`src/design/sps_pkg.sv`:
```
`timescale 1ns / 1ps

package sps_pkg;

  // Table size and field widths
  localparam int NUM_SLOTS  = 5;
  localparam int NUM_PINS   = 32;
  localparam int SLOT_W     = 3;
  localparam int PIN_W      = 5;
  localparam int MASK_W     = 32;
  localparam int CNT_W      = 8;
  localparam int CMD_W      = 2;
  localparam int IDX_W      = (NUM_SLOTS > 1) ? $clog2(NUM_SLOTS) : 1;
  localparam int PIN_IDX_W  = (NUM_PINS > 1) ? $clog2(NUM_PINS) : 1;
  localparam logic [CNT_W-1:0] STEP_RESET = CNT_W'(20);

  // Request command codes
  typedef enum logic [CMD_W-1:0] {
    CMD_CREATE = 2'd0,
    CMD_PICK   = 2'd1,
    CMD_SLEEP  = 2'd2,
    CMD_WAKE   = 2'd3
  } cmd_e;

  // Controller to datapath
  typedef struct packed {
    logic capture;    // latch request, restart walk
    logic apply;      // execute create / sleep / wake
    logic walk_step;  // examine one slot of a pick
    logic finish;     // commit the starvation winner, or clear the current slot
    logic load_out;   // move current selection into the output register
  } dp_cmd_t;

  // Datapath to controller
  typedef struct packed {
    logic is_pick;
    logic early;      // walked slot was woken or elite
    logic last;       // walked slot is the final one
  } dp_stat_t;

endpackage

```
`src/design/sps_ctrl.sv`:
```
`timescale 1ns / 1ps

module sps_ctrl (
  input  logic             clk_i,
  input  logic             rst_ni,
  input  logic             in_valid_i,
  output logic             in_stall_o,
  output logic             out_valid_o,
  input  logic             out_stall_i,
  input  sps_pkg::dp_stat_t stat_i,
  output sps_pkg::dp_cmd_t  cmd_o
);

  typedef enum logic [4:0] {
    S_IDLE  = 5'b00001,
    S_START = 5'b00010,
    S_WALK  = 5'b00100,
    S_FINAL = 5'b01000,
    S_DONE  = 5'b10000
  } state_e;

  state_e state_q, state_d;
  logic   out_valid_q, out_valid_d;
  logic   accept;
  logic   out_free;

  assign accept   = (state_q == S_IDLE) && in_valid_i;
  assign out_free = !out_valid_q || !out_stall_i;

  // Next state
  always_comb begin
    state_d = state_q;
    case (state_q)
      S_IDLE: begin
        if (in_valid_i) state_d = S_START;
      end
      S_START: begin
        state_d = stat_i.is_pick ? S_WALK : S_DONE;
      end
      S_WALK: begin
        if (stat_i.early)     state_d = S_DONE;
        else if (stat_i.last) state_d = S_FINAL;
      end
      S_FINAL: begin
        state_d = S_DONE;
      end
      S_DONE: begin
        if (out_free) state_d = S_IDLE;
      end
      default: begin
        state_d = S_IDLE;
      end
    endcase
  end

  // Datapath commands
  always_comb begin
    cmd_o           = '0;
    cmd_o.capture   = accept;
    cmd_o.apply     = (state_q == S_START) && !stat_i.is_pick;
    cmd_o.walk_step = (state_q == S_WALK);
    cmd_o.finish    = (state_q == S_FINAL);
    cmd_o.load_out  = (state_q == S_DONE) && out_free;
  end

  // Output valid: set on load, dropped once taken
  always_comb begin
    out_valid_d = out_valid_q;
    if (cmd_o.load_out)    out_valid_d = 1'b1;
    else if (!out_stall_i) out_valid_d = 1'b0;
  end

  always_ff @(posedge clk_i or negedge rst_ni) begin
    if (!rst_ni) begin
      state_q     <= S_IDLE;
      out_valid_q <= 1'b0;
    end else begin
      state_q     <= state_d;
      out_valid_q <= out_valid_d;
    end
  end

  assign in_stall_o  = (state_q != S_IDLE);
  assign out_valid_o = out_valid_q;

endmodule

```
`src/design/sps_dp.sv`:
```
`timescale 1ns / 1ps

module sps_dp (
  input  logic                              clk_i,
  input  logic                              rst_ni,
  input  logic                              cfg_we_i,
  input  logic [sps_pkg::CNT_W-1:0]         cfg_wdata_i,
  input  logic [sps_pkg::CMD_W-1:0]         command_i,
  input  logic [sps_pkg::SLOT_W-1:0]        slot_i,
  input  logic                              elite_request_i,
  input  logic [sps_pkg::PIN_W-1:0]         pin_i,
  input  logic [sps_pkg::MASK_W-1:0]        wanted_mask_i,
  input  logic [sps_pkg::MASK_W-1:0]        changed_mask_i,
  input  sps_pkg::dp_cmd_t                  cmd_i,
  output sps_pkg::dp_stat_t                 stat_o,
  output logic                              selected_valid_o,
  output logic [sps_pkg::SLOT_W-1:0]        selected_slot_o,
  output logic                              woken_o
);

  localparam int NS = sps_pkg::NUM_SLOTS;
  localparam int NP = sps_pkg::NUM_PINS;
  localparam int IW = sps_pkg::IDX_W;
  localparam int SW = sps_pkg::SLOT_W;
  localparam int CW = sps_pkg::CNT_W;
  localparam int PW = sps_pkg::PIN_W;
  localparam logic [IW-1:0] LAST_IDX = IW'(NS - 1);

  // Latched request
  sps_pkg::cmd_e  cmd_q;
  logic [SW-1:0]  slot_q;
  logic           elite_req_q;
  logic [PW-1:0]  pin_q;
  logic [NP-1:0]  fired_q;

  // Slot table
  logic [NS-1:0]  active_q;
  logic [NS-1:0]  elite_q;
  logic [NS-1:0]  sleeping_q;
  logic [PW-1:0]  sleep_pin_q [NS];
  logic [CW-1:0]  cnt_q       [NS];

  logic           elite_present_q;
  logic           cur_valid_q;
  logic [SW-1:0]  cur_slot_q;
  logic [CW-1:0]  step_q;

  // Walk state
  logic [IW-1:0]  idx_q;
  logic           have_q;
  logic [IW-1:0]  best_q;
  logic [CW-1:0]  best_val_q;
  logic           woken_q;

  // Output register
  logic           sel_valid_q;
  logic [SW-1:0]  sel_slot_q;
  logic           sel_woken_q;

  // Request slot range check
  logic           slot_ok;
  logic [IW-1:0]  slot_idx;
  assign slot_ok  = ({1'b0, slot_q} < (SW + 1)'(NS));
  assign slot_idx = IW'(slot_q);

  // Examine the slot under the walk index
  logic           w_act, w_hit, w_elite, w_is_cur, w_take, pin_ok;
  logic [PW-1:0]  w_pin;
  logic [CW-1:0]  w_cnt;

  always_comb begin
    w_act    = active_q[idx_q];
    w_pin    = sleep_pin_q[idx_q];
    pin_ok   = ({1'b0, w_pin} < (PW + 1)'(NP));
    w_hit    = sleeping_q[idx_q] && pin_ok &&
               fired_q[w_pin[sps_pkg::PIN_IDX_W-1:0]];
    w_elite  = elite_q[idx_q];
    w_is_cur = cur_valid_q && (cur_slot_q == SW'(idx_q));
    w_cnt    = w_is_cur ? cnt_q[idx_q] : cnt_q[idx_q] + step_q;
    w_take   = !have_q || (w_cnt >= best_val_q);
  end

  assign stat_o.is_pick = (cmd_q == sps_pkg::CMD_PICK);
  assign stat_o.early   = w_act && (w_hit || w_elite);
  assign stat_o.last    = (idx_q == LAST_IDX);

  // Request capture, no reset needed
  always_ff @(posedge clk_i) begin
    if (cmd_i.capture) begin
      cmd_q       <= sps_pkg::cmd_e'(command_i);
      slot_q      <= slot_i;
      elite_req_q <= elite_request_i;
      pin_q       <= pin_i;
      fired_q     <= wanted_mask_i[NP-1:0] & changed_mask_i[NP-1:0];
    end
  end

  // Slot table, walk and selection
  always_ff @(posedge clk_i or negedge rst_ni) begin
    if (!rst_ni) begin
      active_q        <= '0;
      elite_q         <= '0;
      sleeping_q      <= '0;
      for (int i = 0; i < NS; i++) begin
        sleep_pin_q[i] <= '0;
        cnt_q[i]       <= '0;
      end
      elite_present_q <= 1'b0;
      cur_valid_q     <= 1'b0;
      cur_slot_q      <= '0;
      step_q          <= sps_pkg::STEP_RESET;
      idx_q           <= '0;
      have_q          <= 1'b0;
      best_q          <= '0;
      best_val_q      <= '0;
      woken_q         <= 1'b0;
      sel_valid_q     <= 1'b0;
      sel_slot_q      <= '0;
      sel_woken_q     <= 1'b0;
    end else begin
      if (cfg_we_i) step_q <= cfg_wdata_i;

      if (cmd_i.capture) begin
        idx_q   <= '0;
        have_q  <= 1'b0;
        woken_q <= 1'b0;
      end

      // Create, sleep and wake
      if (cmd_i.apply && slot_ok) begin
        case (cmd_q)
          sps_pkg::CMD_CREATE: begin
            active_q[slot_idx]    <= 1'b1;
            cnt_q[slot_idx]       <= '0;
            sleeping_q[slot_idx]  <= 1'b0;
            sleep_pin_q[slot_idx] <= '0;
            if (elite_req_q && !elite_present_q) begin
              elite_q[slot_idx] <= 1'b1;
              elite_present_q   <= 1'b1;
            end else begin
              elite_q[slot_idx] <= 1'b0;
            end
          end
          sps_pkg::CMD_SLEEP: begin
            sleeping_q[slot_idx]  <= 1'b1;
            sleep_pin_q[slot_idx] <= pin_q;
          end
          sps_pkg::CMD_WAKE: begin
            sleeping_q[slot_idx] <= 1'b0;
          end
          default: begin
          end
        endcase
      end

      // One slot of a pick per cycle
      if (cmd_i.walk_step) begin
        idx_q <= idx_q + IW'(1);
        if (w_act) begin
          if (w_hit) begin
            sleeping_q[idx_q] <= 1'b0;
            cur_valid_q       <= 1'b1;
            cur_slot_q        <= SW'(idx_q);
            woken_q           <= 1'b1;
          end else if (w_elite) begin
            cur_valid_q <= 1'b1;
            cur_slot_q  <= SW'(idx_q);
          end else begin
            cnt_q[idx_q] <= w_cnt;
            if (w_take) begin
              have_q     <= 1'b1;
              best_q     <= idx_q;
              best_val_q <= w_cnt;
            end
          end
        end
      end

      // Starvation winner, or no current slot at all
      if (cmd_i.finish) begin
        if (have_q) begin
          cur_valid_q   <= 1'b1;
          cur_slot_q    <= SW'(best_q);
          cnt_q[best_q] <= '0;
        end else begin
          cur_valid_q <= 1'b0;
          cur_slot_q  <= '0;
        end
      end

      if (cmd_i.load_out) begin
        sel_valid_q <= cur_valid_q;
        sel_slot_q  <= cur_slot_q;
        sel_woken_q <= woken_q;
      end
    end
  end

  assign selected_valid_o = sel_valid_q;
  assign selected_slot_o  = sel_slot_q;
  assign woken_o          = sel_woken_q;

endmodule

```
`src/design/starvation_priority_scheduler.sv`:
```
`timescale 1ns / 1ps

// Channel   Handshake                    Payload
// cfg       cfg_we_i                     cfg_wdata_i (starvation step)
// request   in_valid_i / in_stall_o      command_i slot_i elite_request_i pin_i
//                                        wanted_mask_i changed_mask_i
// result    out_valid_o / out_stall_i    selected_valid_o selected_slot_o woken_o
//
// Create, sleep and wake go from accept through the start state to the done
// state, where the result loads. A pick walks the slot table one slot per
// cycle; a woken or elite slot ends the walk early. Reset clears the
// whole table at once. A held result does not block the next request; only
// the load of a new result waits for the output register to be free.

module starvation_priority_scheduler (
  input  logic                              clk_i,
  input  logic                              rst_ni,
  input  logic                              cfg_we_i,
  input  logic [sps_pkg::CNT_W-1:0]         cfg_wdata_i,
  input  logic                              in_valid_i,
  output logic                              in_stall_o,
  input  logic [sps_pkg::CMD_W-1:0]         command_i,
  input  logic [sps_pkg::SLOT_W-1:0]        slot_i,
  input  logic                              elite_request_i,
  input  logic [sps_pkg::PIN_W-1:0]         pin_i,
  input  logic [sps_pkg::MASK_W-1:0]        wanted_mask_i,
  input  logic [sps_pkg::MASK_W-1:0]        changed_mask_i,
  output logic                              out_valid_o,
  input  logic                              out_stall_i,
  output logic                              selected_valid_o,
  output logic [sps_pkg::SLOT_W-1:0]        selected_slot_o,
  output logic                              woken_o
);

  sps_pkg::dp_cmd_t  dp_cmd;
  sps_pkg::dp_stat_t dp_stat;

  sps_ctrl u_ctrl (
    .clk_i       (clk_i),
    .rst_ni      (rst_ni),
    .in_valid_i  (in_valid_i),
    .in_stall_o  (in_stall_o),
    .out_valid_o (out_valid_o),
    .out_stall_i (out_stall_i),
    .stat_i      (dp_stat),
    .cmd_o       (dp_cmd)
  );

  sps_dp u_dp (
    .clk_i            (clk_i),
    .rst_ni           (rst_ni),
    .cfg_we_i         (cfg_we_i),
    .cfg_wdata_i      (cfg_wdata_i),
    .command_i        (command_i),
    .slot_i           (slot_i),
    .elite_request_i  (elite_request_i),
    .pin_i            (pin_i),
    .wanted_mask_i    (wanted_mask_i),
    .changed_mask_i   (changed_mask_i),
    .cmd_i            (dp_cmd),
    .stat_o           (dp_stat),
    .selected_valid_o (selected_valid_o),
    .selected_slot_o  (selected_slot_o),
    .woken_o          (woken_o)
  );

endmodule
```
`config.mk`:
```
export PLATFORM = sky130hd
export DESIGN_NAME = starvation_priority_scheduler
export DESIGN_NICKNAME = d
export VERILOG_FILES = /design/src/design/sps_pkg.sv /design/src/design/sps_ctrl.sv /design/src/design/sps_dp.sv /design/src/design/starvation_priority_scheduler.sv
export SDC_FILE = /design/constraint.sdc
export NUM_CORES = 1
export LEC_CHECK = 0
export ABC_AREA = 1
export BUFFER_PORTS_ARGS = -buffer_cell sky130_fd_sc_hd__buf_2
export CELL_PAD_IN_SITES_DETAIL_PLACEMENT = 0
export CELL_PAD_IN_SITES_GLOBAL_PLACEMENT = 1
export CORE_UTILIZATION = 45
export CTS_CLUSTER_SIZE = 16
export DETAILED_ROUTE_END_ITERATION = 7
export PLACE_DENSITY_LB_ADDON = 0.1
export SETUP_SLACK_MARGIN = 0.1
export SLEW_MARGIN = 25
export SYNTH_ARGS = -nofsm -noshare
export SYNTH_HDL_FRONTEND = slang
export SYNTH_HIERARCHICAL = 1
export SYNTH_SLANG_ARGS = --single-unit
```
`constraint.sdc`:
```
create_clock -name clk_i -period 5.8 [get_ports clk_i]
set_input_delay 1.16 -clock clk_i [delete_from_list [all_inputs] [get_ports clk_i]]
set_output_delay 1.16 -clock clk_i [all_outputs]
set_load 0.005 [all_outputs]
```
== After elaboration in Yosys (flattened, before gate mapping) ==
Cells that the tools add are included.

* $add $sub $neg: 2
* Shift-type cells: 0
* Muxes and demuxes: 76
* Multiply operators: 0
* $lt $le $gt $ge: 13
* Divide/modulo/power cells: 0
* Bitwise operators: 20
* Equality and inequality tests: 15
* Reduce and logical (&&, ||, !) cells: 34

{| class="wikitable"
|+ Operator list
! cell !! count
|-
| 40-bit 2-to-1 mux || 8
|-
| 40-bit AND || 2
|-
| 40-bit NOT || 2
|-
| 8-bit demux with 3-bit select || 3
|-
| 5-bit 2-to-1 mux || 13
|-
| 25-bit one-hot mux with 2 select lines || 1
|-
| 8-bit 2-to-1 mux || 6
|-
| 40-bit bitwise mux || 1
|-
| 32-bit AND || 1
|-
| 25-bit AND || 1
|-
| 25-bit bitwise mux || 1
|-
| 25-bit NOT || 1
|-
| 5-bit one-hot mux with 5 select lines || 1
|-
| 8-bit binary-select mux with 3-bit select || 1
|-
| 1-bit 2-to-1 mux || 24
|-
| 3-bit 2-to-1 mux || 8
|-
| 5-bit AND || 3
|-
| 5-bit binary-select mux with 3-bit select || 1
|-
| 5-bit demux with 3-bit select || 1
|-
| 5-bit OR || 3
|-
| 1-bit logical AND || 13
|-
| 4-bit greater-or-equal comparator, second input constant || 3
|-
| 4-bit by 1-bit less-than comparator with 1-bit output, second input constant || 3
|-
| 3-bit NOT with 4-bit output || 3
|-
| other kinds (35) || 56
|}

* Latch bits: 0
* Bits in read-only memories: 0
* Memories: 0
* Word-level logic and storage cells: 192
* Register bits after elaboration: 163
* Bits in writable memories: 0
* Input bits: 88

== Depth between registers and ports, before layout ==
Gate-level depths: netlist of the first run.

* Word-level depth: 17
* Gate-level depth with buffers: 26
* Depth with buffers taken out: 23

== By module ==
Netlist of the first run, hierarchy kept.

{| class="wikitable"
|+ By module, submodules not included
! module !! cells each !! instances !! area each (µm²) !! seq. area each (µm²)
|-
| sps_dp || 997 || 1 || 8329.2 || 4146.5
|-
| sps_ctrl || 52 || 1 || 397.9 || 151.4
|}

== Worst setup path after synthesis of the first run ==
OpenSTA, ideal clock, no wires.

* Kind: reg2reg
* From: register u_dp.idx_q[1]
* To: register u_dp.best_val_q[6]
* Clock period less this slack: 4.013 ns
* Data required time: 5.673 ns
* Stages on the path, launching flop included: 26
* Setup slack: 1.787 ns
* Data arrival time: 3.886 ns
* Library setup time: 0.127 ns
* Path through: dfrtp_1 -> buf_6 -> nand3_2 -> inv_1 -> buf_2 -> nand2_1 -> o21ai_0 -> inv_1 -> o2111ai_1 -> ha_1 -> fa_1 -> and3_1 -> a211oi_1 -> o21ai_0 -> a21oi_1 -> xor2_1 -> nand2_1 -> o21ai_0 -> inv_1 -> ha_1 -> nand2_1 -> o21ai_0 -> nand2_2 -> buf_6 -> nand2_1 -> o21ai_2

* Word-level cells in the longest chain between the ends: 9
* Elaborated cells on any way between the ends: 25
* Those cells by class: 1 x add/sub; 1 x order compare; 1 x eq/ne; 15 x mux; 3 x bitwise; 4 x reduce/logical

{| class="wikitable"
|+ Ends and longest elaborated chain
! what !! RTL line !! RTL
|-
| from (decl) || sps_dp.sv:49 || <nowiki>logic [IW-1:0] idx_q;</nowiki>
|-
| from (signal assigned) || sps_dp.sv:158 || <nowiki>idx_q <= idx_q + IW'(1);</nowiki>
|-
| 3-bit NOT with 4-bit output (not written as such) || sps_dp.sv:79 || <nowiki>w_cnt = w_is_cur ? cnt_q[idx_q] : cnt_q[idx_q] + step_q;</nowiki>
|-
| 8-bit binary-select mux with 3-bit select || sps_dp.sv:79 ||
|-
| 8-bit 2-to-1 mux (not written as such) (2 in a row) || sps_dp.sv:79 ||
|-
| 8-bit adder || sps_dp.sv:79 ||
|-
| 8-bit 2-to-1 mux * || sps_dp.sv:79 ||
|-
| via u_dp.w_cnt[6] || sps_dp.sv:69 || <nowiki>logic [CW-1:0] w_cnt;</nowiki>
|-
| 8-bit greater-or-equal comparator || sps_dp.sv:80 || <nowiki>w_take = !have_q || (w_cnt >= best_val_q);</nowiki>
|-
| 1-bit logical OR || sps_dp.sv:80 ||
|-
| 5-bit AND reduction (no source line) || n/a ||
|-
| to (signal assigned) || sps_dp.sv:173 || <nowiki>best_val_q <= w_cnt;</nowiki>
|-
| to (decl) || sps_dp.sv:52 || <nowiki>logic [CW-1:0] best_val_q;</nowiki>
|}

Mark *: on every way through the listed nets, which the timed path passes. The rest lies on a longest branch. The select of a mux whose other input is x is not followed.
A chain may end at the register's enable or synchronous reset.

== Final worst setup path of the first run ==
* From: register u_dp.idx_q[0]
* To: register u_dp.best_val_q[2]

* Word-level cells in the longest chain between the ends: 9
* Elaborated cells on any way between the ends: 25
* Those cells by class: 1 x add/sub; 1 x order compare; 1 x eq/ne; 15 x mux; 3 x bitwise; 4 x reduce/logical

{| class="wikitable"
|+ Ends and longest elaborated chain
! what !! RTL line
|-
| 3-bit NOT with 4-bit output (not written as such) || sps_dp.sv:79
|-
| 8-bit binary-select mux with 3-bit select || sps_dp.sv:79
|-
| 8-bit 2-to-1 mux (not written as such) (2 in a row) || sps_dp.sv:79
|-
| 8-bit adder || sps_dp.sv:79
|-
| 8-bit 2-to-1 mux * || sps_dp.sv:79
|-
| via u_dp.w_cnt[6] || sps_dp.sv:69
|-
| 8-bit greater-or-equal comparator * || sps_dp.sv:80
|-
| 1-bit logical OR * || sps_dp.sv:80
|-
| 5-bit AND reduction (no source line) * || n/a
|}

Marked as above.

==> out/qor.csv, run 1 <==
stage,metric,value,unit
synthesis,syn_nets,1158,
sta,relSlewSlack,0.327,
placed_design,placed_cell_area,9440,sq um
floorplanning,core_area,18800,sq um
global_route,overflow,0,
clock_network,cts_root_buf,clkbuf_16,
synthesis,synthArstFlopShare,0.736,
route,wire_per_inst,15.7,um
layout,syn_to_final_growth,15.1,%
synthesis,synth_top_area_share,0.335,
synthesis,avgSynthCellArea,8.32,sq um
synthesis,synth.most_common_cell,nand2_1,
route,vias,7201,
clock_network,clock_path_buffers,2,
floorplanning,rows,50,
power,finalPower,0.00404,W
layout,fillers,1835,
sta,rsz0062_at_grt,false,
sta,slew_viol_final,0,
synthesis,synth.area.top_cells,"dfrtp_1 (34%), edfxtp_1 (15%), nand2_1 (12%)",
synthesis,synth.distinct_cells,53,
clock_network,clock-sinks,163,
global_route,antenna_found_initial,0,
setup_path,rrSetupSlack,800,ps
setup_path,end_kind,flip-flop,
global_route,grt_use_total,0.238,
clock_network,cts-resized-gates,0,
setup_path,ff2ff_path_depth,21,
sta,post-route-min-period,5000,ps
route,drt_iter0_markers,434,
synthesis,synthFlopType,dfrtp_1,
synthesis,synth_top_cells_by_count,"nand2_1 (278), inv_1 (137), dfrtp_1 (117), o21ai_0 (81), nand3_1 (72)",
layout,fin_area,10000,sq um
sta,clock_skew,6.53,ps
power,p_leak,5.11,nW
placed_design,dp_hpwl,16.2,mm
floorplanning,die_width,141,um
synthesis,seq_area_frac_synth,0.492,
synthesis,synthCells,1049,
floorplanning,pin_count,95,
placed_design,port_buffers,94,
synthesis,synth_edf_count,43,
worst_hold_path,min_from,u_dp/active_q[4],
worst_hold_path,holdPathStages,2,
setup_path,crit_arrival,5310,ps
route,postRouteAntennaNets,0,
synthesis,synth.largest_area_cell,dfrtp_1,
clock_network,cts_buffers,17,
power,ir_worst_vdd,0.255,mV
sta,clock.fmax,200,MHz
synthesis,synth_seq_cells,163,
setup_path,crit_type,reg2reg,
clock_network,htreeDepth,4,
route,first_pass_iters,4,
sta,setup_viol,0,
global_route,busiest_layer,met2,
floorplanning,die_h,141,um
global_route,grt_max_degree,77,
job,maxCapViolations,0,
worst_hold_path,hold_class,reg2reg,
power,pwr_density_cell,402,nW/um^2
layout,antenna_cells,0,
run_status,outcome,"complete, no violations",
layout,layout-drive-gt1-share,0.179,
global_route,met1_usage,0.322,
layout,final_cells,1418,
sta,finalHoldViolCount,0,
setup_path,reg2reg_to,u_dp/best_val_q[2],
clock_network,path_clk_slew,70,ps
route,viasPerCell,5.08,
setup_path,critPathMaxFanout,20,
layout,finalNetCount,1254,
setup_path,crit_required,6110,ps
synthesis,syn_area,8730,sq um
worst_hold_path,min_to,u_dp/active_q[4],
clock_network,cts_hold_buf,0,
global_route,met3_usage,0.0371,
placed_design,dp_cells,1386,
placed_design,gp_congestion,0.843,
sta,worst_pin_slew,1000,ps
global_route,use_met2,0.400,
global_route,grt_pass1_vias,6805,
global_route,grt_pass1_wl,36.2,mm
sta,fin_crit_sh,0.862,
sta,setup_tns,0,ps
clock_network,cts_tree,built,
synthesis,yosysWarnings,6,
floorplanning,dieArea,20000,sq um
route,wl,22.3,mm
floorplanning,start_util,0.463,
setup_path,cp-startpoint,u_dp/idx_q[0],
clock_network,cts_setup_buffers,0,
route,drc_errors,0,
setup_path,crit_path_start_kind,flip-flop,
layout,final_util,0.533,
setup_path,worstReg2RegStart,u_dp/idx_q[0],
clock_network,clock_latency,420,ps
-- worst max-delay path, stage by stage, from the launching register on --
cell and delay, ps:
dfrtp_1 590, inv_4 170, nand2_2 210, clkinv_1 310
nand2_1 150, o2111ai_1 190, ha_1 270, fa_1 430
and3_1 160, a211oi_1 280, o21ai_0 130, a21oi_1 160
xor2_1 160, nand2_1 60, o21ai_0 140, inv_1 180
ha_1 310, nand2_1 40, o21ai_0 480, nand2_4 270
nand2_1 140, o21ai_2 50
-- metal layers --
metal / vias up / part of all wire
met1: 3395 / 0.47
met3: 14 / 0.034
met5: - / 0
li1: 3641 / -
met2: 151 / 0.49
met4: 0 / 0.011
-- how the worst max path moves through the flow --
| stage | end | slack (ps) | cells after the start |
|---|---|---|---|
| 2_1_floorplan | u_dp/best_val_q[6] | 1790 | 25 |
| 3_3_place_gp | u_dp/best_val_q[6] | 820 | 23 |
| 3_5_place_dp | u_dp/best_q[1] | 670 | 23 |
| 4_1_cts | u_dp/best_val_q[2] | 620 | 23 |
| 5_1_grt | u_dp/best_val_q[2] | 180 | 21 |
| 6_report | u_dp/best_val_q[2] | 800 | 21 |
-- per-stage QoR --
stage               setup slack, ps  hold slack, ps
finish                          798             467
global route                    181             494
global placement                823             434
detailed placement              671             450
CTS                             624             466
floorplan                      1790             422
-- report_power, final --
group / internal (W) / switching, W
clock: 0.000626 / 0.000494
combinational: 0.000462 / 0.000942
sequential: 0.00140 / 0.000115
total: 0.00249 / 0.00155
-- cell families after synthesis --
kind of cell,Yosys count,share of synthesized area
xor gates and xnor gates,6,0.00602
muxes,11,0.0142
AOI/OAI and AO/OA,181,0.117
buffers and inverters,178,0.0862
and+or+nand+nor,489,0.254
DFF,163,0.492
adders and majority gates,21,0.0310
-- cell usage in the layout (no fill, tap or decap), types with 4 or more instances in the layout --
cell type  instances
inv_6              6
ha_1              20
inv_2              8
o21ai_1           23
nand3_1           72
buf_4             11
o21ai_2            7
nand2_1          278
o22ai_1            4
buf_2             93
nor3_1             8
clkinv_4           5
nor2_4             6
o21ai_0           81
edfxtp_1          43
nand4_1           18
mux2_2            11
nand3_2            8
nand2_2            6
xor2_1             4
a21oi_1           42
a221o_1            4
dfrtp_1          116
nand4_2            4
nor2_1            69
clkbuf_16         19
or2_2              4
inv_1            137
-- area by class of cell --
type	count	area (sq um)	area share
tap	260	325	0.0324
sequential	163	4300	0.428
clock inverter	12	108	0.0107
clock buffer	20	489	0.0487
timing repair buffer	105	559	0.0557
inverter	150	569	0.0567
multi-input combinational	708	3700	0.368
-- flip-flops by register name, indices dropped and copies added, names as in the netlist, 5 cells and up, named ones only --
signal	count
u_dp/sleep_pin_q	25
u_dp/step_q	8
u_ctrl/state_q	5
u_dp/sleeping_q	5
u_dp/fired_q	32
u_dp/best_val_q	8
u_dp/pin_q	5
u_dp/active_q	5
u_dp/cnt_q	40
(Power assumes the default switching activity.)
==> run 2, diff against run 1 <==
--- a/config.mk
+++ b/config.mk
@@ -9,7 +9,7 @@
 export BUFFER_PORTS_ARGS = -buffer_cell sky130_fd_sc_hd__buf_2
 export CELL_PAD_IN_SITES_DETAIL_PLACEMENT = 0
 export CELL_PAD_IN_SITES_GLOBAL_PLACEMENT = 1
-export CORE_UTILIZATION = 45
+export CORE_UTILIZATION = 44
 export CTS_CLUSTER_SIZE = 16
 export DETAILED_ROUTE_END_ITERATION = 7
 export PLACE_DENSITY_LB_ADDON = 0.1
@@ -17,5 +17,4 @@
 export SLEW_MARGIN = 25
 export SYNTH_ARGS = -nofsm -noshare
 export SYNTH_HDL_FRONTEND = slang
-export SYNTH_HIERARCHICAL = 1
 export SYNTH_SLANG_ARGS = --single-unit
==> out/qor.csv, run 2 <==
stage,metric,value,unit
setup_path,critPathMaxFanout,23,
synthesis,synth_top_cells_by_count,"nand2_1 (298), inv_1 (155), dfrtp_1 (117), o21ai_0 (97), nand3_1 (65)",
sta,clock.fmax,204,MHz
sta,fin_crit_sh,0.846,
layout,finalNetCount,1303,
setup_path,crit_arrival,5250,ps
setup_path,crit_buf_inv,4,
placed_design,dp_hpwl,18.1,mm
route,drt_iter0_markers,556,
synthesis,syn_area,8890,sq um
clock_network,path_clk_slew,60,ps
synthesis,seq_area_frac_synth,0.483,
synthesis,synthFlopType,dfrtp_1,
global_route,grt_max_degree,66,
layout,layout_common_cells,"nand2_1 (298), inv_1 (155), dfrtp_1 (117)",
setup_path,cpMostUsedCell,inv_1,
layout,layout-drive-gt1-share,0.162,
worst_hold_path,hold_class,reg2reg,
sta,relSlewSlack,0.409,
layout,final_common_cell,nand2_1,
route,postRouteAntennaNets,0,
layout,fillers,1962,
setup_path,crit_required,6150,ps
clock_network,htreeDepth,4,
placed_design,port_buffers,94,
clock_network,cts_setup_buffers,0,
clock_network,clock_path_buffers,2,
synthesis,synth.distinct_cells,52,
layout,largest_register_ffs,40,
synthesis,synth.most_common_cell,nand2_1,
floorplanning,die_h,144,um
synthesis,synthArstFlopShare,0.736,
setup_path,path_delay_family,compound AO/OA/AOI/OAI gates,
setup_path,critPathSlowestCell,dfrtp_1,
layout,top_regs,"u_dp.cnt_q: 40 flops, u_dp.fired_q: 32 flops, u_dp.sleep_pin_q: 25 flops",
global_route,grt_pass1_vias,6897,
power,pwr_density_cell,444,nW/um^2
clock_network,cts_buffers,17,
synthesis,synth_top_area_share,0.329,
synthesis,synthCells,1096,
layout,syn_to_final_growth,14.5,%
clock_network,clock_latency,440,ps
sta,finalHoldViolCount,0,
sta,setup_slack,895,ps
sta,post-route-min-period,4900,ps
synthesis,synth_seq_cells,163,
sta,clock_skew,14.8,ps
synthesis,avgSynthCellArea,8.12,sq um
placed_design,placed_cell_area,9590,sq um
synthesis,synth_edf_count,43,
job,maxCapViolations,0,
floorplanning,start_util,0.453,
layout,regMostFlops,u_dp.cnt_q,
setup_path,slowest_delay,750,ps
synthesis,syn_nets,1205,
power,ir_worst_vdd,0.225,mV
sta,holdWs,460,ps
synthesis,synth.largest_area_cell,dfrtp_1,
sta,rsz0062_at_grt,false,
setup_path,crit_path_start_kind,flip-flop,
route,vias,7582,
floorplanning,dieArea,20800,sq um
run_status,outcome,"complete, no violations",
floorplanning,die_width,144,um
route,first_pass_iters,5,
global_route,overflow,0,
setup_path,crit_type,reg2reg,
layout,seq_area,4300,sq um
clock_network,cts-resized-gates,0,
sta,setup_viol,0,
floorplanning,pin_count,95,
placed_design,gp_congestion,0.894,
route,viasPerCell,5.15,
power,p_leak,5.15,nW
route,drc_errors,0,
floorplanning,core_area,19700,sq um
synthesis,synth.area.top_cells,"dfrtp_1 (33%), edfxtp_1 (15%), nand2_1 (13%)",
clock_network,cts_root_buf,clkbuf_16,
sta,slew_viol_final,0,
clock_network,clock-sinks,163,
global_route,antenna_found_initial,0,
floorplanning,rows,51,
placed_design,pre_cts_slack,967,ps
setup_path,end_kind,flip-flop,
global_route,grt_use_total,0.250,
synthesis,yosysWarnings,0,
layout,fin_area,10200,sq um
sta,worst_pin_slew,885,ps
route,wire_per_inst,16.5,um
setup_path,crit_chain,nor2_4 -> inv_1 -> nor2_1 -> inv_1 -> o22ai_1 -> a211oi_1 -> inv_1 -> ha_1 -> fa_1 -> inv_1 -> o21ai_1 -> ha_1 -> a21boi_0 -> o21a_1 -> o21a_1 -> o21a_1 -> o21ai_0 -> nand2_1 -> nand3_1 -> nand4_1 -> nand2_2 -> nand2_1 -> o21ai_1,
layout,multi_input_area,3780,sq um
global_route,grt_pass1_wl,38.4,mm
clock_network,cts_hold_buf,0,
sta,setup_tns,0,ps
route,wl,24.3,mm
layout,antenna_cells,0,
clock_network,cts_tree,built,
run 2: cell count changes after synthesis, moves of 7 or more:
cell     delta
o21ai_0    +16
o21ai_1    +10
o21ai_2     -7
nand4_1     -8
nand2_1    +20
nand3_1     -7
inv_1      +18
a21oi_1    +10
run 2: worst min-delay path, stage by stage (launching register included):
cell     delay [ps]
dfrtp_1         320
inv_1            50
nand2_1          60
run 2: final cells by class:
class                           instances  area share
Tap cell                              265      0.0326
Clock inverter                         14      0.0160
Timing Repair Buffer                  104      0.0538
Sequential cell                       163       0.422
Clock buffer                           18      0.0421
Inverter                              167      0.0618
Multi-Input combinational cell        741       0.372
run 2: layer usage:
layer  up-vias  wire (um)  track usage
li1       3783          -            -
met1      3521      11100        0.336
met2       244      11400        0.399
met3        34       1130       0.0474
met4         0        666       0.0914
met5         -          0            0
run 2: per-stage QoR:
step,power [W],util,cells
2_1_floorplan,0.00287,-,1096
3_3_place_gp,0.00336,0.488,1440
3_5_place_dp,0.00337,0.488,1440
4_1_cts,0.00454,0.518,1472
5_1_grt,0.00487,0.518,1472
6_report,0.00452,0.518,1472
run 2: cells by family after synthesis:
group / count (synthesis) / share of synthesized area
AO/OA/AOI/OAI: 218 / 0.134
XOR/XNOR: 6 / 0.00591
adder cells (fa/ha/maj): 21 / 0.0304
buffers and inverters: 192 / 0.0919
flip-flops: 163 / 0.483
multiplexers: 8 / 0.0101
AND/OR/NAND/NOR: 488 / 0.245
run 2: where the power goes:
part / switching (W) / internal (W) / total [W]
clock network: 0.000513 / 0.000649 / 0.00116
registers: 0.000132 / 0.00144 / 0.00157
logic: 0.00121 / 0.000581 / 0.00179
run 2: worst paths after layout:
kind | start | endpoint | slack, ps | cells past startpoint
max | u_dp.idx_q[1] | u_dp.best_val_q[6] | 900 | 23
min | u_dp.active_q[4] | u_dp.active_q[4] | 460 | 2
max reg2reg | u_dp.idx_q[1] | u_dp.best_val_q[6] | 900 | 23
min reg2reg | u_dp.active_q[4] | u_dp.active_q[4] | 460 | 2
max in group asynchronous | rst_ni | u_dp.cnt_q[32] | 4280 | 2
min in group asynchronous | rst_ni | u_dp.best_val_q[5] | 860 | 2
